<file path="config.mk">
export PLATFORM = sky130hd
export DESIGN_NAME = packbits_rle_decoder
export DESIGN_NICKNAME = d
export VERILOG_FILES = /design/src/sv/pbrle_pkg.sv /design/src/sv/packbits_rle_decoder.sv /design/src/sv/pbrle_dp.sv /design/src/sv/pbrle_ctrl.sv
export VERILOG_INCLUDE_DIRS = /design/src /design/src/sv
export SDC_FILE = /design/constraint.sdc
export NUM_CORES = 1
export LEC_CHECK = 0
export BUFFER_PORTS_ARGS = -buffer_cell sky130_fd_sc_hd__buf_2
export CAP_MARGIN = 30
export CORE_MARGIN = 5
export CORE_UTILIZATION = 49
export DETAILED_ROUTE_END_ITERATION = 6
export GPL_TIMING_DRIVEN = 0
export PLACE_DENSITY = 0.73
export SETUP_SLACK_MARGIN = 0.2
export SYNTH_ARGS = -nofsm -noshare
export SYNTH_HDL_FRONTEND = slang
export SYNTH_HIERARCHICAL = 1
export SYNTH_SLANG_ARGS = --single-unit
</file>
<file path="constraint.sdc">
create_clock -name clk -period 2.29 [get_ports clk]
set_clock_uncertainty 0.15 [all_clocks]
set_input_delay 0.229 -clock clk [delete_from_list [all_inputs] [get_ports clk]]
set_output_delay 0.229 -clock clk [all_outputs]
set_load 0.01 [all_outputs]
</file>
<file path="src/sv/packbits_rle_decoder_macros.svh">
// Assertion macros shared by the PackBits decoder modules.
// Every macro samples on clk and is quiet while rst_n is low.
`ifndef PACKBITS_RLE_DECODER_MACROS_SVH
`define PACKBITS_RLE_DECODER_MACROS_SVH

// Same-cycle implication
`define PBRLE_ASSERT_NOW(label, ante, cons, msg) \
  label: assert property (@(posedge clk) disable iff (!rst_n) (ante) |-> (cons)) \
    else $error(msg);

// Next-cycle implication
`define PBRLE_ASSERT_NEXT(label, ante, cons, msg) \
  label: assert property (@(posedge clk) disable iff (!rst_n) (ante) |=> (cons)) \
    else $error(msg);

`endif

</file>
<file path="src/sv/pbrle_pkg.sv">
// Types and constants for the PackBits decoder.
// Used by pbrle_ctrl, pbrle_dp and packbits_rle_decoder; depends on nothing.
package pbrle_pkg;

  localparam int BYTE_W = 8;
  localparam int REP_W  = 4;

  // Control byte that does nothing
  localparam logic [BYTE_W-1:0] CTL_NOP = 8'h80;

  // What the next input byte means
  typedef enum logic [1:0] {
    MODE_CTRL   = 2'd0,
    MODE_LIT    = 2'd1,
    MODE_RUNVAL = 2'd2
  } mode_t;

  // Commands from the controller to the datapath
  typedef struct packed {
    logic take;    // input request accepted this cycle
    logic chunk;   // emit the next chunk of a pending run
    logic status;  // emit the end-of-stream status and clear state
  } dp_cmd_t;

  // Status from the datapath to the controller
  typedef struct packed {
    logic  out_free;      // output register can load this cycle
    mode_t mode;          // current decode mode
    logic  run_gt_chunk;  // pending run needs more than one chunk
  } dp_stat_t;

endpackage

</file>
<file path="src/sv/packbits_rle_decoder.sv">
// Top level of the streaming PackBits decoder.
// Instantiates pbrle_ctrl and pbrle_dp; depends on pbrle_pkg.
//
//   Channel | Ports                                    | Direction
//   --------+------------------------------------------+----------
//   in      | in_valid, in_stall, in_code_byte,        | request in
//           | in_end_of_stream                         |
//   out     | out_valid, out_stall, out_value,         | request out
//           | out_repeat_res, out_done_res, out_error  |
//
// A run value byte for a run of n copies is emitted in ceil(n / min(CHUNK_MAX,15))
// chunks, one per load of the single output register. The last byte of a
// stream is followed by a status request. Reset is synchronous and clears the
// decode control state at once; the payload registers are not reset.
// A stalled output holds the register and stalls the input in the same cycle.
module packbits_rle_decoder #(
  parameter int CHUNK_MAX = 8
) (
  input  logic                         clk,
  input  logic                         rst_n,
  input  logic                         in_valid,
  output logic                         in_stall,
  input  logic [pbrle_pkg::BYTE_W-1:0] in_code_byte,
  input  logic                         in_end_of_stream,
  output logic                         out_valid,
  input  logic                         out_stall,
  output logic [pbrle_pkg::BYTE_W-1:0] out_value,
  output logic [pbrle_pkg::REP_W-1:0]  out_repeat_res,
  output logic                         out_done_res,
  output logic                         out_error
);
  import pbrle_pkg::*;

  dp_cmd_t  cmd;
  dp_stat_t stat;

  pbrle_ctrl u_ctrl (
    .clk              (clk),
    .rst_n            (rst_n),
    .in_valid         (in_valid),
    .in_end_of_stream (in_end_of_stream),
    .in_stall         (in_stall),
    .stat_i           (stat),
    .cmd_o            (cmd)
  );

  pbrle_dp #(
    .CHUNK_MAX (CHUNK_MAX)
  ) u_dp (
    .clk            (clk),
    .rst_n          (rst_n),
    .cmd_i          (cmd),
    .stat_o         (stat),
    .in_code_byte   (in_code_byte),
    .out_valid      (out_valid),
    .out_stall      (out_stall),
    .out_value      (out_value),
    .out_repeat_res (out_repeat_res),
    .out_done_res   (out_done_res),
    .out_error      (out_error)
  );

endmodule

</file>
<file path="src/sv/pbrle_dp.sv">
// Datapath of the PackBits decoder: decode state, run counter, output register.
// Depends on pbrle_pkg and packbits_rle_decoder_macros.svh.
`include "packbits_rle_decoder_macros.svh"

module pbrle_dp #(
  parameter int CHUNK_MAX = 8
) (
  input  logic                       clk,
  input  logic                       rst_n,
  input  pbrle_pkg::dp_cmd_t         cmd_i,
  output pbrle_pkg::dp_stat_t        stat_o,
  input  logic [pbrle_pkg::BYTE_W-1:0] in_code_byte,
  output logic                       out_valid,
  input  logic                       out_stall,
  output logic [pbrle_pkg::BYTE_W-1:0] out_value,
  output logic [pbrle_pkg::REP_W-1:0]  out_repeat_res,
  output logic                       out_done_res,
  output logic                       out_error
);
  import pbrle_pkg::*;

  // Chunk size is capped by the 4-bit repeat field
  localparam int unsigned CHUNK = (CHUNK_MAX > 15) ? 15 : ((CHUNK_MAX < 1) ? 1 : CHUNK_MAX);
  localparam logic [REP_W-1:0]  CHUNK_REP = REP_W'(CHUNK);
  localparam logic [BYTE_W-1:0] CHUNK_LEN = BYTE_W'(CHUNK);

  mode_t             mode_r, mode_nxt;
  logic [BYTE_W-1:0] literal_left_r, literal_left_nxt;
  logic [BYTE_W-1:0] run_left_r, run_left_nxt;
  logic              produced_r, produced_nxt;
  logic [BYTE_W-1:0] run_value_r, run_value_nxt;

  logic              out_valid_r, out_valid_nxt;
  logic [BYTE_W-1:0] out_value_r, out_value_nxt;
  logic [REP_W-1:0]  out_rep_r, out_rep_nxt;
  logic              out_done_r, out_done_nxt;
  logic              out_err_r, out_err_nxt;
  logic              load;

  logic              out_free;
  logic              run_gt_chunk;
  logic [REP_W-1:0]  chunk_rep;

  assign out_free     = !out_valid_r || !out_stall;
  assign run_gt_chunk = (run_left_r > CHUNK_LEN);
  // Copies in the next chunk: full chunk or what is left
  assign chunk_rep    = run_gt_chunk ? CHUNK_REP : run_left_r[REP_W-1:0];

  assign stat_o.out_free     = out_free;
  assign stat_o.mode         = mode_r;
  assign stat_o.run_gt_chunk = run_gt_chunk;

  // Decode state and result selection
  always_comb begin
    mode_nxt         = mode_r;
    literal_left_nxt = literal_left_r;
    run_left_nxt     = run_left_r;
    produced_nxt     = produced_r;
    run_value_nxt    = run_value_r;
    load             = 1'b0;
    out_value_nxt    = out_value_r;
    out_rep_nxt      = out_rep_r;
    out_done_nxt     = out_done_r;
    out_err_nxt      = out_err_r;

    if (cmd_i.status) begin
      load             = 1'b1;
      out_value_nxt    = '0;
      out_rep_nxt      = '0;
      out_done_nxt     = 1'b1;
      out_err_nxt      = (mode_r != MODE_CTRL) || !produced_r;
      mode_nxt         = MODE_CTRL;
      literal_left_nxt = '0;
      run_left_nxt     = '0;
      produced_nxt     = 1'b0;
    end else if (cmd_i.chunk) begin
      load          = 1'b1;
      out_value_nxt = run_value_r;
      out_rep_nxt   = chunk_rep;
      out_done_nxt  = 1'b0;
      out_err_nxt   = 1'b0;
      run_left_nxt  = run_left_r - BYTE_W'(chunk_rep);
    end else if (cmd_i.take) begin
      case (mode_r)
        MODE_LIT: begin
          load             = 1'b1;
          out_value_nxt    = in_code_byte;
          out_rep_nxt      = REP_W'(1);
          out_done_nxt     = 1'b0;
          out_err_nxt      = 1'b0;
          produced_nxt     = 1'b1;
          literal_left_nxt = literal_left_r - 8'd1;
          if (literal_left_r == 8'd1) begin
            mode_nxt = MODE_CTRL;
          end
        end
        MODE_RUNVAL: begin
          load          = 1'b1;
          out_value_nxt = in_code_byte;
          out_rep_nxt   = chunk_rep;
          out_done_nxt  = 1'b0;
          out_err_nxt   = 1'b0;
          run_value_nxt = in_code_byte;
          run_left_nxt  = run_left_r - BYTE_W'(chunk_rep);
          produced_nxt  = 1'b1;
          mode_nxt      = MODE_CTRL;
        end
        default: begin
          // Control byte: literal count, run count or no-op
          if (in_code_byte < CTL_NOP) begin
            literal_left_nxt = in_code_byte + 8'd1;
            mode_nxt         = MODE_LIT;
          end else if (in_code_byte > CTL_NOP) begin
            run_left_nxt = 8'(9'd257 - {1'b0, in_code_byte});
            mode_nxt     = MODE_RUNVAL;
          end else begin
            mode_nxt = MODE_CTRL;
          end
        end
      endcase
    end

    if (load) begin
      out_valid_nxt = 1'b1;
    end else if (!out_stall) begin
      out_valid_nxt = 1'b0;
    end else begin
      out_valid_nxt = out_valid_r;
    end
  end

  // Control state
  always_ff @(posedge clk) begin
    if (!rst_n) begin
      mode_r         <= MODE_CTRL;
      literal_left_r <= '0;
      run_left_r     <= '0;
      produced_r     <= 1'b0;
      out_valid_r    <= 1'b0;
    end else begin
      mode_r         <= mode_nxt;
      literal_left_r <= literal_left_nxt;
      run_left_r     <= run_left_nxt;
      produced_r     <= produced_nxt;
      out_valid_r    <= out_valid_nxt;
    end
  end

  // Payload registers
  always_ff @(posedge clk) begin
    run_value_r <= run_value_nxt;
    out_value_r <= out_value_nxt;
    out_rep_r   <= out_rep_nxt;
    out_done_r  <= out_done_nxt;
    out_err_r   <= out_err_nxt;
  end

  assign out_valid      = out_valid_r;
  assign out_value      = out_value_r;
  assign out_repeat_res = out_rep_r;
  assign out_done_res   = out_done_r;
  assign out_error      = out_err_r;

  `PBRLE_ASSERT_NOW(a_load_when_free, cmd_i.take || cmd_i.chunk || cmd_i.status, out_free, "dp: command while output register is held")
  `PBRLE_ASSERT_NOW(a_lit_count, mode_r == MODE_LIT, literal_left_r != 8'd0, "dp: literal mode with no bytes left")
  `PBRLE_ASSERT_NOW(a_run_count, mode_r == MODE_RUNVAL, (run_left_r >= 8'd2) && (run_left_r <= 8'd128), "dp: run length out of range")
  `PBRLE_ASSERT_NEXT(a_status_clears, cmd_i.status, (mode_r == MODE_CTRL) && !produced_r, "dp: state not cleared after status")

endmodule

</file>
<file path="src/sv/pbrle_ctrl.sv">
// Controller of the PackBits decoder: sequences input requests, run chunks
// and the status result. Depends on pbrle_pkg and the macros header.
`include "packbits_rle_decoder_macros.svh"

module pbrle_ctrl (
  input  logic                clk,
  input  logic                rst_n,
  input  logic                in_valid,
  input  logic                in_end_of_stream,
  output logic                in_stall,
  input  pbrle_pkg::dp_stat_t stat_i,
  output pbrle_pkg::dp_cmd_t  cmd_o
);
  import pbrle_pkg::*;

  typedef enum logic [2:0] {
    ST_TAKE   = 3'b001,
    ST_RUN    = 3'b010,
    ST_STATUS = 3'b100
  } ctl_state_t;

  ctl_state_t state_r, state_nxt;
  logic       eos_r, eos_nxt;
  logic       take;

  assign in_stall = !((state_r == ST_TAKE) && stat_i.out_free);
  assign take     = in_valid && !in_stall;

  // Next state and commands
  always_comb begin
    state_nxt    = state_r;
    eos_nxt      = eos_r;
    cmd_o.take   = 1'b0;
    cmd_o.chunk  = 1'b0;
    cmd_o.status = 1'b0;
    case (state_r)
      ST_TAKE: begin
        if (take) begin
          cmd_o.take = 1'b1;
          eos_nxt    = in_end_of_stream;
          if ((stat_i.mode == MODE_RUNVAL) && stat_i.run_gt_chunk) begin
            state_nxt = ST_RUN;
          end else if (in_end_of_stream) begin
            state_nxt = ST_STATUS;
          end
        end
      end
      ST_RUN: begin
        if (stat_i.out_free) begin
          cmd_o.chunk = 1'b1;
          if (!stat_i.run_gt_chunk) begin
            state_nxt = eos_r ? ST_STATUS : ST_TAKE;
          end
        end
      end
      ST_STATUS: begin
        if (stat_i.out_free) begin
          cmd_o.status = 1'b1;
          state_nxt    = ST_TAKE;
        end
      end
      default: begin
        state_nxt = ST_TAKE;
      end
    endcase
  end

  always_ff @(posedge clk) begin
    if (!rst_n) begin
      state_r <= ST_TAKE;
      eos_r   <= 1'b0;
    end else begin
      state_r <= state_nxt;
      eos_r   <= eos_nxt;
    end
  end

  `PBRLE_ASSERT_NOW(a_one_cmd, 1'b1, $onehot0({cmd_o.take, cmd_o.chunk, cmd_o.status}), "ctrl: more than one command")
  `PBRLE_ASSERT_NOW(a_busy_stalls, state_r != ST_TAKE, in_stall, "ctrl: input open while busy")
  `PBRLE_ASSERT_NEXT(a_eos_status, take && in_end_of_stream && (stat_i.mode != MODE_RUNVAL), state_r == ST_STATUS, "ctrl: last byte not followed by status")

endmodule
</file>
==> results of run 1 <==
repair_timing:
| item | 4_1_cts | 5_1_grt |
|---|---|---|
| endpoints found under the hold margin | 4 | 0 |
| resized for setup | 42 | 45 |
| pin swaps | 12 | 20 |
| endpoints found under the setup margin | 40 | 32 |
| setup buffers | 16 | 5 |
| hold buffers | 4 | 0 |
registers in the layout (all words and copies together) (netlist names):
signal,cells
u_ctrl/eos_r,1
u_dp/out_repeat_res,4
u_dp/out_valid,1
u_dp/out_value,8
u_dp/run_left_r,8
u_dp/produced_r,1
u_ctrl/state_r,3
u_dp/literal_left_r,8
u_dp/out_done_res,1
u_dp/run_value_r,8
u_dp/out_error,1
u_dp/mode_r,2
per-stage QoR:
step / TNS (ns) / instance area [um2] / cells / setup slack (ns)
3_3_place_gp: -2.49 / 2900 / 425 / -0.180
2_1_floorplan: 0 / 2670 / 327 / 0.208
5_1_grt: 0 / 3430 / 457 / 0.134
6_report: 0 / 3430 / 457 / 0.181
4_1_cts: 0 / 3280 / 453 / 0.148
3_5_place_dp: -3.06 / 2900 / 425 / -0.180
cell usage in the layout (no fill, tap or decap), types with 9 or more instances in the layout:
master / instances
a21oi_1: 37
dfxtp_1: 23
nor3_1: 13
buf_4: 22
nand3_1: 11
nor2_1: 34
nand2_1: 27
inv_1: 10
buf_2: 30
o21ai_0: 10
edfxtp_1: 9
clkbuf_8: 9
layer usage:
layer | track usage, % | share of wire, % | wire length (um)
met4 | 7.16 | 2.4 | 174
met1 | 25.7 | 43 | 3180
met2 | 33.7 | 49 | 3600
met5 | 0 | 0 | 0
met3 | 4.74 | 5.0 | 363
power by group through the flow:
| stage | Clock (W) | Combinational, W | Sequential, W |
|---|---|---|---|
| after CTS | 0.000628 | 0.000836 | 0.00105 |
| final | 0.000619 | 0.000902 | 0.00106 |
| after global placement | 0 | 0.000730 | 0.00107 |
| after detailed placement | 0 | 0.000747 | 0.00107 |
| after floorplan | 0 | 0.000475 | 0.00111 |
| after global routing | 0.000663 | 0.000995 | 0.00107 |
area by class of cell:
cell class	count	share of cell area [%]
clock buffers	5	2.01
inverters	14	1.82
flip-flops and latches	46	30.4
clock inverters	3	1.28
plain buffers	21	5.18
multi-input cells	245	46.5
repair buffers	53	10.2
well taps	70	2.55
worst reg2reg max path, delay by kind of cell, from the launching register on:
kind                       cells  cell delay [ns]
buffers and inverters          3             0.27
and+or+nand+nor                5             0.89
AOI/OAI and AO/OA              2             0.23
DFF                            1             0.34
adders and majority gates      1             0.16
kinds of logic after synthesis:
group	count (synthesis)	share of synthesized area (%)
flops	46	38.1
other cells	1	0.141
buf+inv	36	6.74
fa+ha+maj	9	4.24
compound gates	93	21.2
simple gates	132	26.2
mux	1	0.377
xor+xnor	9	2.97
final timing paths:
path / from / endpoint / slack, ns / cells after the start
worst max-delay path: u_dp/run_left_r[4] / u_dp/run_left_r[6] / 0.18 / 11
worst min-delay path: rst_n / u_ctrl/state_r[0] / 0.03 / 2
worst max register to register: u_dp/run_left_r[4] / u_dp/run_left_r[6] / 0.18 / 11
worst min register to register: u_dp/produced_r / u_dp/produced_r / 0.32 / 2
==> flow_metrics.tcl, run 1 <==
set metrics [dict create \
    critPathKind "reg2reg" \
    htree_levels 2 \
    gp_congestion 0.853 \
    die_h_um 83.6 \
    ctsRootBufferMaster "clkbuf_8" \
    synth-seq-area-share_pct 38.1 \
    regArea_mm2 0.00104 \
    synth.most_common_cell "a21oi_1" \
    antenna_found_initial 0 \
    diodes 0 \
    yosysTopAreaCell "dfxtp_1" \
    setup_violations 0 \
    power_density_mw_per_mm2 752 \
    worst_ep_required_time_ns 2.39 \
    power_w 0.00258 \
    worst_path_max_delay_cell "or4_1" \
    min_period_over_period_pct 92.1 \
    overflow 0 \
    crit_chain "buf_8 > nor2_1 > and3_4 > inv_2 > nand2_2 > ha_4 > buf_6 > nor2b_4 > or4_1 > o21ai_1 > a32o_1" \
    fp.coreArea_mm2 0.00517 \
    nets 408 \
    status "finished, final reports clean" \
    power_frac_seq_pct 41.0 \
    start_kind "register" \
    cp_data_arrival_time_ns 2.21 \
    holdWs_ns 0.0312 \
    cts_buffers 5 \
    clk_pin_slew_ns 0.09 \
    synth_nets 349 \
    rsz0062_at_grt "yes" \
    sw_frac_of_total_pct 33.8 \
    initial_core_util_pct 51.3 \
    dr.pass1.iters 4 \
    cp_max_fo 3 \
    synthTopCellsByArea "dfxtp_1 (28%), edfxtp_1 (10%), a21oi_1 (7.5%), nor2_1 (5.2%), ha_1 (4.2%)" \
    power_frac_clock_pct 24.0 \
    yosysTopAreaCellShare_pct 27.9 \
    fmax_mhz 474 \
    grt_pass1_vias 2523 \
    detail-route-antenna-nets 0 \
    ir_drop_mv 0.341 \
    final-max-slew-violation-count 0 \
    utilization_pct 66.3 \
    hpwlAfterDp_mm 4.70 \
    yosys-top-cells-count "a21oi_1 (40), dfxtp_1 (37), nor2_1 (37), nand2_1 (29), clkbuf_1 (14)" \
    worst_slew_pin_slew_ns 0.555 \
    crit_family "simple AND/OR/NAND/NOR gates" \
    die-area_mm2 0.00699 \
    rows 26 \
    grtUsageTotal_pct 20.3 \
    p_switching_w 0.000873 \
    synth_edf_count 9 \
    slew_headroom_pct 63.0 \
    vias 2686 \
    hp-class "in2reg" \
    synth_ff_type "dfxtp_1" \
    io_pins 29 \
    clockBufferDepth 2 \
    drc_errors 0 \
    grt_pass1_wl_mm 12.0 \
    endpoint_kind "register" \
    port-buffer-count 28 \
    synthCells 327 \
    syn-cell-area_mm2 0.00265 \
    routed_wl_mm 7.32 \
    p_leak_nw 1.39 \
    clk_latency_ns 0.30 \
    tritoncts "yes" \
    yosys_warnings 6 \
    grt_max_degree 16 \
    synth-seq-cells 46 \
    dieWidth_um 83.6 \
    drive_above_1_share_pct 32.0 \
    syn_avg_cell_area_um2 8.12 \
    period_minus_slack_ns 2.11 \
    internal-power_w 0.00171 \
    pwr-share-comb_pct 35.0 \
    wire_per_inst_um 16.0 \
    async_flop_share_pct 0 \
    clock_sinks 46 \
    first_iter_violations 228 \
    multiInputGateArea_mm2 0.00160 \
    crit_buf_inv 3 \
    slowest_delay_ns 0.47 \
    hold_violations 0 \
    ys_types 63 \
    maxCapViolCount 0 \
    fill_cells 421 \
    viasPerCell 5.88 \
    area_delta_synth_final_pct 29.2 \
]
(Power assumes the default switching activity.)
==> run 2, diff against run 1 <==
- SYNTH_HIERARCHICAL: 1 -> unset
==> run 2 against run 1 <==
  * Sequential share of layout area increased by 2.5 points
  * Fmax increased by 3.4%
  * Global-route usage decreased by 0.93 points
  * Register-to-register slack improved by 0.07 ns
  * Combinational power increased by 62%
  * Worst hold slack improved by 0.019 ns
  * Utilization decreased by 5.5 points
  * Clock power decreased by 3%
  * Synthesized cell count decreased by 10%
  * Design area decreased by 9.5%
==> flow_metrics.tcl, run 2 <==
set metrics [dict create \
    diodes 0 \
    nets 365 \
    initial_core_util_pct 50.4 \
    synth.most_common_cell "dfxtp_1" \
    grt_pass1_wl_mm 10.3 \
    final_common_cell "nand2_1" \
    dr.pass1.iters 5 \
    r2r_slack_ns 0.25 \
    critPathKind "reg2reg" \
    synthTopCellsByArea "dfxtp_1 (29%), edfxtp_1 (10%), a21oi_1 (5.1%), ha_1 (4.9%), nand2_1 (4.8%)" \
    fill_cells 464 \
    clockBufferDepth 2 \
    syn-cell-area_mm2 0.00257 \
    synth_ff_type "dfxtp_1" \
    tritoncts "yes" \
    vias 2390 \
    post-place-cells 392 \
    fp.coreArea_mm2 0.00511 \
    power_density_mw_per_mm2 1060 \
    rows 26 \
    utilization_pct 60.8 \
    synth_edf_count 9 \
    place_area_mm2 0.00281 \
    crit_start "u_dp.run_left_r[5]" \
    ctsRootBufferMaster "clkbuf_8" \
    synthCells 294 \
    setup_violations 0 \
    final-max-slew-violation-count 0 \
    rsz0062_at_grt "yes" \
    routed_wl_mm 6.38 \
    hpwlAfterDp_mm 4.45 \
    synth-seq-cells 46 \
    period_minus_slack_ns 2.04 \
    die-area_mm2 0.00680 \
    fmax_mhz 490 \
    rr_startpoint "u_dp.run_left_r[5]" \
    min_period_over_period_pct 89.1 \
    wire_per_inst_um 15.4 \
    worst_ep_required_time_ns 2.35 \
    cp_max_fo 5 \
    regToRegEndpoint "u_dp.run_left_r[2]" \
    grtUsageTotal_pct 19.4 \
    io_pins 29 \
    grt_pass1_vias 2230 \
    yosys-top-cells-count "dfxtp_1 (37), nand2_1 (33), a21oi_1 (26), nor2_1 (22), inv_1 (15)" \
    cp-endpoint "u_dp.run_left_r[2]" \
    maxCapViolCount 0 \
    async_flop_share_pct 0 \
    yosysTopAreaCell "dfxtp_1" \
    gp_congestion 0.854 \
    syn_avg_cell_area_um2 8.76 \
    finalInstanceArea_mm2 0.00310 \
    ir_drop_mv 0.514 \
    clock_sinks 46 \
    instances_no_fill 413 \
    synth-seq-area-share_pct 39.3 \
    cp_data_arrival_time_ns 2.10 \
    detail-route-antenna-nets 0 \
    p_leak_nw 1.26 \
    first_iter_violations 135 \
    drive_above_1_share_pct 25.1 \
    power_w 0.00330 \
    start_kind "register" \
    hp-class "in2reg" \
    worst_slew_pin_slew_ns 0.618 \
    dieWidth_um 82.5 \
    ys_types 64 \
    die_h_um 82.5 \
    r2r_cells 8 \
    synth_nets 317 \
    final_cell_mix "nand2_1 (31), buf_2 (30), dfxtp_1 (30)" \
    clk_latency_ns 0.30 \
    overflow 0 \
    port-buffer-count 28 \
    clk_pin_slew_ns 0.09 \
    antenna_found_initial 0 \
    grt_max_degree 15 \
    status "finished, final reports clean" \
    cts_buffers 5 \
    yosysTopAreaCellShare_pct 28.8 \
    drc_errors 0 \
    hold_violations 0 \
    slew_headroom_pct 58.5 \
    area_delta_synth_final_pct 20.6 \
    htree_levels 2 \
    viasPerCell 5.79 \
    yosys_warnings 0 \
    endpoint_kind "register" \
]
[run 2: critical path, cell delays in order, from the launching register on]
cell	delay, ns
dfxtp_4	0.37
nor4_4	0.30
nand2_1	0.13
nand2_2	0.10
ha_4	0.15
nor3b_1	0.05
a221o_1	0.31
a2bb2o_4	0.22
a211oi_2	0.17
[run 2: power breakdown]
part,internal (W),total (W),switching [W]
sequential,0.00105,0.00123,0.000181
clock,0.000322,0.000602,0.000280
combinational,0.000644,0.00146,0.000820
total,0.00201,0.00330,0.00128
[run 2: layer usage]
metal,global-route usage (%),vias to the layer above,share of wire (%)
li1,-,1179,-
met1,24.6,1140,45
met2,33.3,69,48
met3,4.34,2,5.9
met4,4.74,0,0.45
met5,0,-,0
[run 2: through the flow]
stage / TNS, ns / setup WS, ns / hold slack, ns
2_1_floorplan: 0 / 0.263 / 0.178
3_3_place_gp: -0.0370 / -0.0370 / 0.272
3_5_place_dp: -0.0908 / -0.0669 / 0.273
4_1_cts: 0 / 0.140 / 0.0407
5_1_grt: 0 / 0.139 / 0.0569
6_report: 0 / 0.250 / 0.0506
[run 2: logic make-up after synthesis]
kind of cell | after synthesis | share of synthesized area [%]
other | 1 | 0.146
flip-flops | 46 | 39.3
AND/OR/NAND/NOR | 109 | 23.3
AO/OA/AOI/OAI | 89 | 23.7
XOR/XNOR | 9 | 3.06
buffers and inverters | 29 | 5.30
adder cells (fa/ha/maj) | 10 | 4.86
multiplexers | 1 | 0.437
[run 2: timing repair]
action | in CTS | in global routing
pin swaps | 3 | 7
setup buffers | 2 | 7
endpoints found under the hold margin | 4 | 0
resized for setup | 14 | 19
setup endpoints to repair | 35 | 18
hold buffers | 4 | 0
[run 2: final cells by class]
type                       count  area, um2  area share, %
clock inverter                 3       40.0           1.29
tap                           70       87.6           2.82
buffer                        14       92.6           2.98
timing repair buffer          41        248           7.98
clock buffer                   5       68.8           2.22
inverter                      15       58.8           1.89
multi-input combinational    219       1490           47.9
sequential                    46       1020           32.9
[run 2: how the worst min path moves through the flow]
stage | start | end | slack, ns | cells past startpoint
floorplan | in_code_byte[0] | u_dp.run_value_r[0] | 0.18 | 0
global placement | in_code_byte[3] | u_dp.run_value_r[3] | 0.27 | 1
detailed placement | in_code_byte[3] | u_dp.run_value_r[3] | 0.27 | 1
CTS | in_end_of_stream | u_ctrl.eos_r | 0.04 | 3
global route | in_end_of_stream | u_ctrl.eos_r | 0.06 | 3
finish | in_end_of_stream | u_ctrl.eos_r | 0.05 | 3
==> run 3, diff against run 2 <==
- GPL_TIMING_DRIVEN: 0 -> unset
==> run 3 against run 2 <==
  * Clock power shrank 1%
  * Critical path type unchanged
  * Routed wire length down 0.71%
  * Global-route usage increased by 0.78 points
  * Utilization fell by 0.49 points
  * Sequential power about the same
  * Die area unchanged
  * Sequential share of layout area up 0.15 points
  * Register-to-register slack improved by 0.03 ns
  * Combinational power rose by 5%
  * Critical path depth is the same
  * Largest power group unchanged
==> flow_metrics.tcl, run 3 (synthesis results as in run 2) <==
set metrics [dict create \
    utilization_pct 60.3 \
    fp.coreArea_mm2 0.00511 \
    start_kind "register" \
    gp_congestion 0.888 \
    internal-power_w 0.00207 \
    finalInstanceArea_mm2 0.00308 \
    finalSetupTns_ns 0 \
    holdWs_ns 0.0123 \
    ctsRootBufferMaster "clkbuf_8" \
    min_period_over_period_pct 88.0 \
    nets 364 \
    area_delta_synth_final_pct 19.6 \
    grt_pass1_wl_mm 10.5 \
    clockBufferDepth 2 \
    dieWidth_um 82.5 \
    initial_core_util_pct 50.4 \
    io_pins 29 \
    first_iter_violations 199 \
    final_cell_mix "dfxtp_1 (33), nand2_1 (32), buf_2 (28)" \
    regArea_mm2 0.00102 \
    port-buffer-count 28 \
    wire_per_inst_um 15.4 \
    fmax_mhz 496 \
    antenna_found_initial 0 \
    power_density_mw_per_mm2 1090 \
    status "finished, final reports clean" \
    setup_violations 0 \
    power_frac_clock_pct 17.8 \
    place_area_mm2 0.00285 \
    routed_wl_mm 6.34 \
    tritoncts "yes" \
    die_h_um 82.5 \
    drc_errors 0 \
    worst_slew_pin_slew_ns 0.524 \
    clk_latency_ns 0.30 \
    power_w 0.00334 \
    viasPerCell 5.73 \
    ir_drop_mv 0.487 \
    diodes 0 \
    power_frac_seq_pct 36.2 \
    dr.pass1.iters 5 \
    pwr-share-comb_pct 46.0 \
    multiInputGateArea_mm2 0.00147 \
    grt_max_degree 19 \
    drive_above_1_share_pct 25.1 \
    cp_data_arrival_time_ns 2.09 \
    grtUsageTotal_pct 20.2 \
    rows 26 \
    p_leak_nw 1.26 \
    cts_buffers 5 \
    maxCapViolCount 0 \
    rsz0062_at_grt "no" \
    die-area_mm2 0.00680 \
    grt_pass1_vias 2148 \
    overflow 0 \
    htree_levels 2 \
    hpwlAfterDp_mm 4.51 \
    clk_pin_slew_ns 0.09 \
    final_common_cell "dfxtp_1" \
    met3WireLength_um 433 \
    worst_ep_required_time_ns 2.36 \
    wl_met1_mm 2.86 \
    critPathKind "reg2reg" \
    vias 2360 \
    p_switching_w 0.00128 \
    detail-route-antenna-nets 0 \
    fill_cells 475 \
    holdBufCountCts 0 \
    routed.top_layer "met4" \
    r2r_slack_ns 0.28 \
    hold_violations 0 \
    clock_sinks 46 \
    cp_max_fo 5 \
    final-max-slew-violation-count 0 \
    wl_met2_mm 2.93 \
    endpoint_kind "register" \
    sw_frac_of_total_pct 38.2 \
    hp-class "in2reg" \
    slew_headroom_pct 64.7 \
    period_minus_slack_ns 2.01 \
]
-- run 3: worst paths after layout --
path	cells after the start	startpoint	to
setup / recovery	8	u_dp.run_left_r[4]	u_dp.run_left_r[2]
hold / removal	1	in_code_byte[3]	u_dp.run_value_r[3]
setup reg to reg	8	u_dp.run_left_r[4]	u_dp.run_left_r[2]
hold reg to reg	2	u_dp.out_done_res	u_dp.out_done_res
-- run 3: critical path, stage by stage (launching register included) --
cell and delay, ns:
dfxtp_4 0.37, nor4_4 0.29, nand2_1 0.12, nand2_2 0.10
ha_4 0.16, nor3b_1 0.05, a221o_1 0.31, a2bb2o_4 0.22
a211oi_2 0.17
-- run 3: repair_timing --
item / 4_1_cts / 5_1_grt
gates resized for setup: 3 / 12
endpoints found under the setup margin: 2 / 14
pin swaps: 1 / 8
buffers inserted: 1 / 9
-- run 3: stage by stage --
step	setup WS, ns	instances
6_report	0.275	412
5_1_grt	0.155	412
4_1_cts	0.232	403
3_5_place_dp	0.0900	394
3_3_place_gp	0.173	394
2_1_floorplan	0.263	294
-- run 3: power groups by stage --
| stage | Sequential, W | Clock, W | Combinational (W) |
|---|---|---|---|
| finish | 0.00121 | 0.000595 | 0.00154 |
| floorplan | 0.00125 | 0 | 0.000892 |
| CTS | 0.00120 | 0.000620 | 0.00140 |
| global placement | 0.00121 | 0 | 0.00136 |
| global route | 0.00124 | 0.000665 | 0.00171 |
| detailed placement | 0.00122 | 0 | 0.00137 |
-- run 3: routing by layer --
layer | up-vias | global-route usage [%]
met1 | 1095 | 27.8
met2 | 85 | 31.1
li1 | 1168 | -
met5 | - | 0
met3 | 12 | 4.01
met4 | 0 | 7.68
-- run 3: area by class of cell --
type | instances | share of cell area (%)
clock buffer | 5 | 2.23
inverter | 15 | 1.83
timing repair buffer | 54 | 10.9
clock inverter | 3 | 1.30
sequential | 46 | 33.1
multi-input combinational | 219 | 47.8
tap | 70 | 2.84
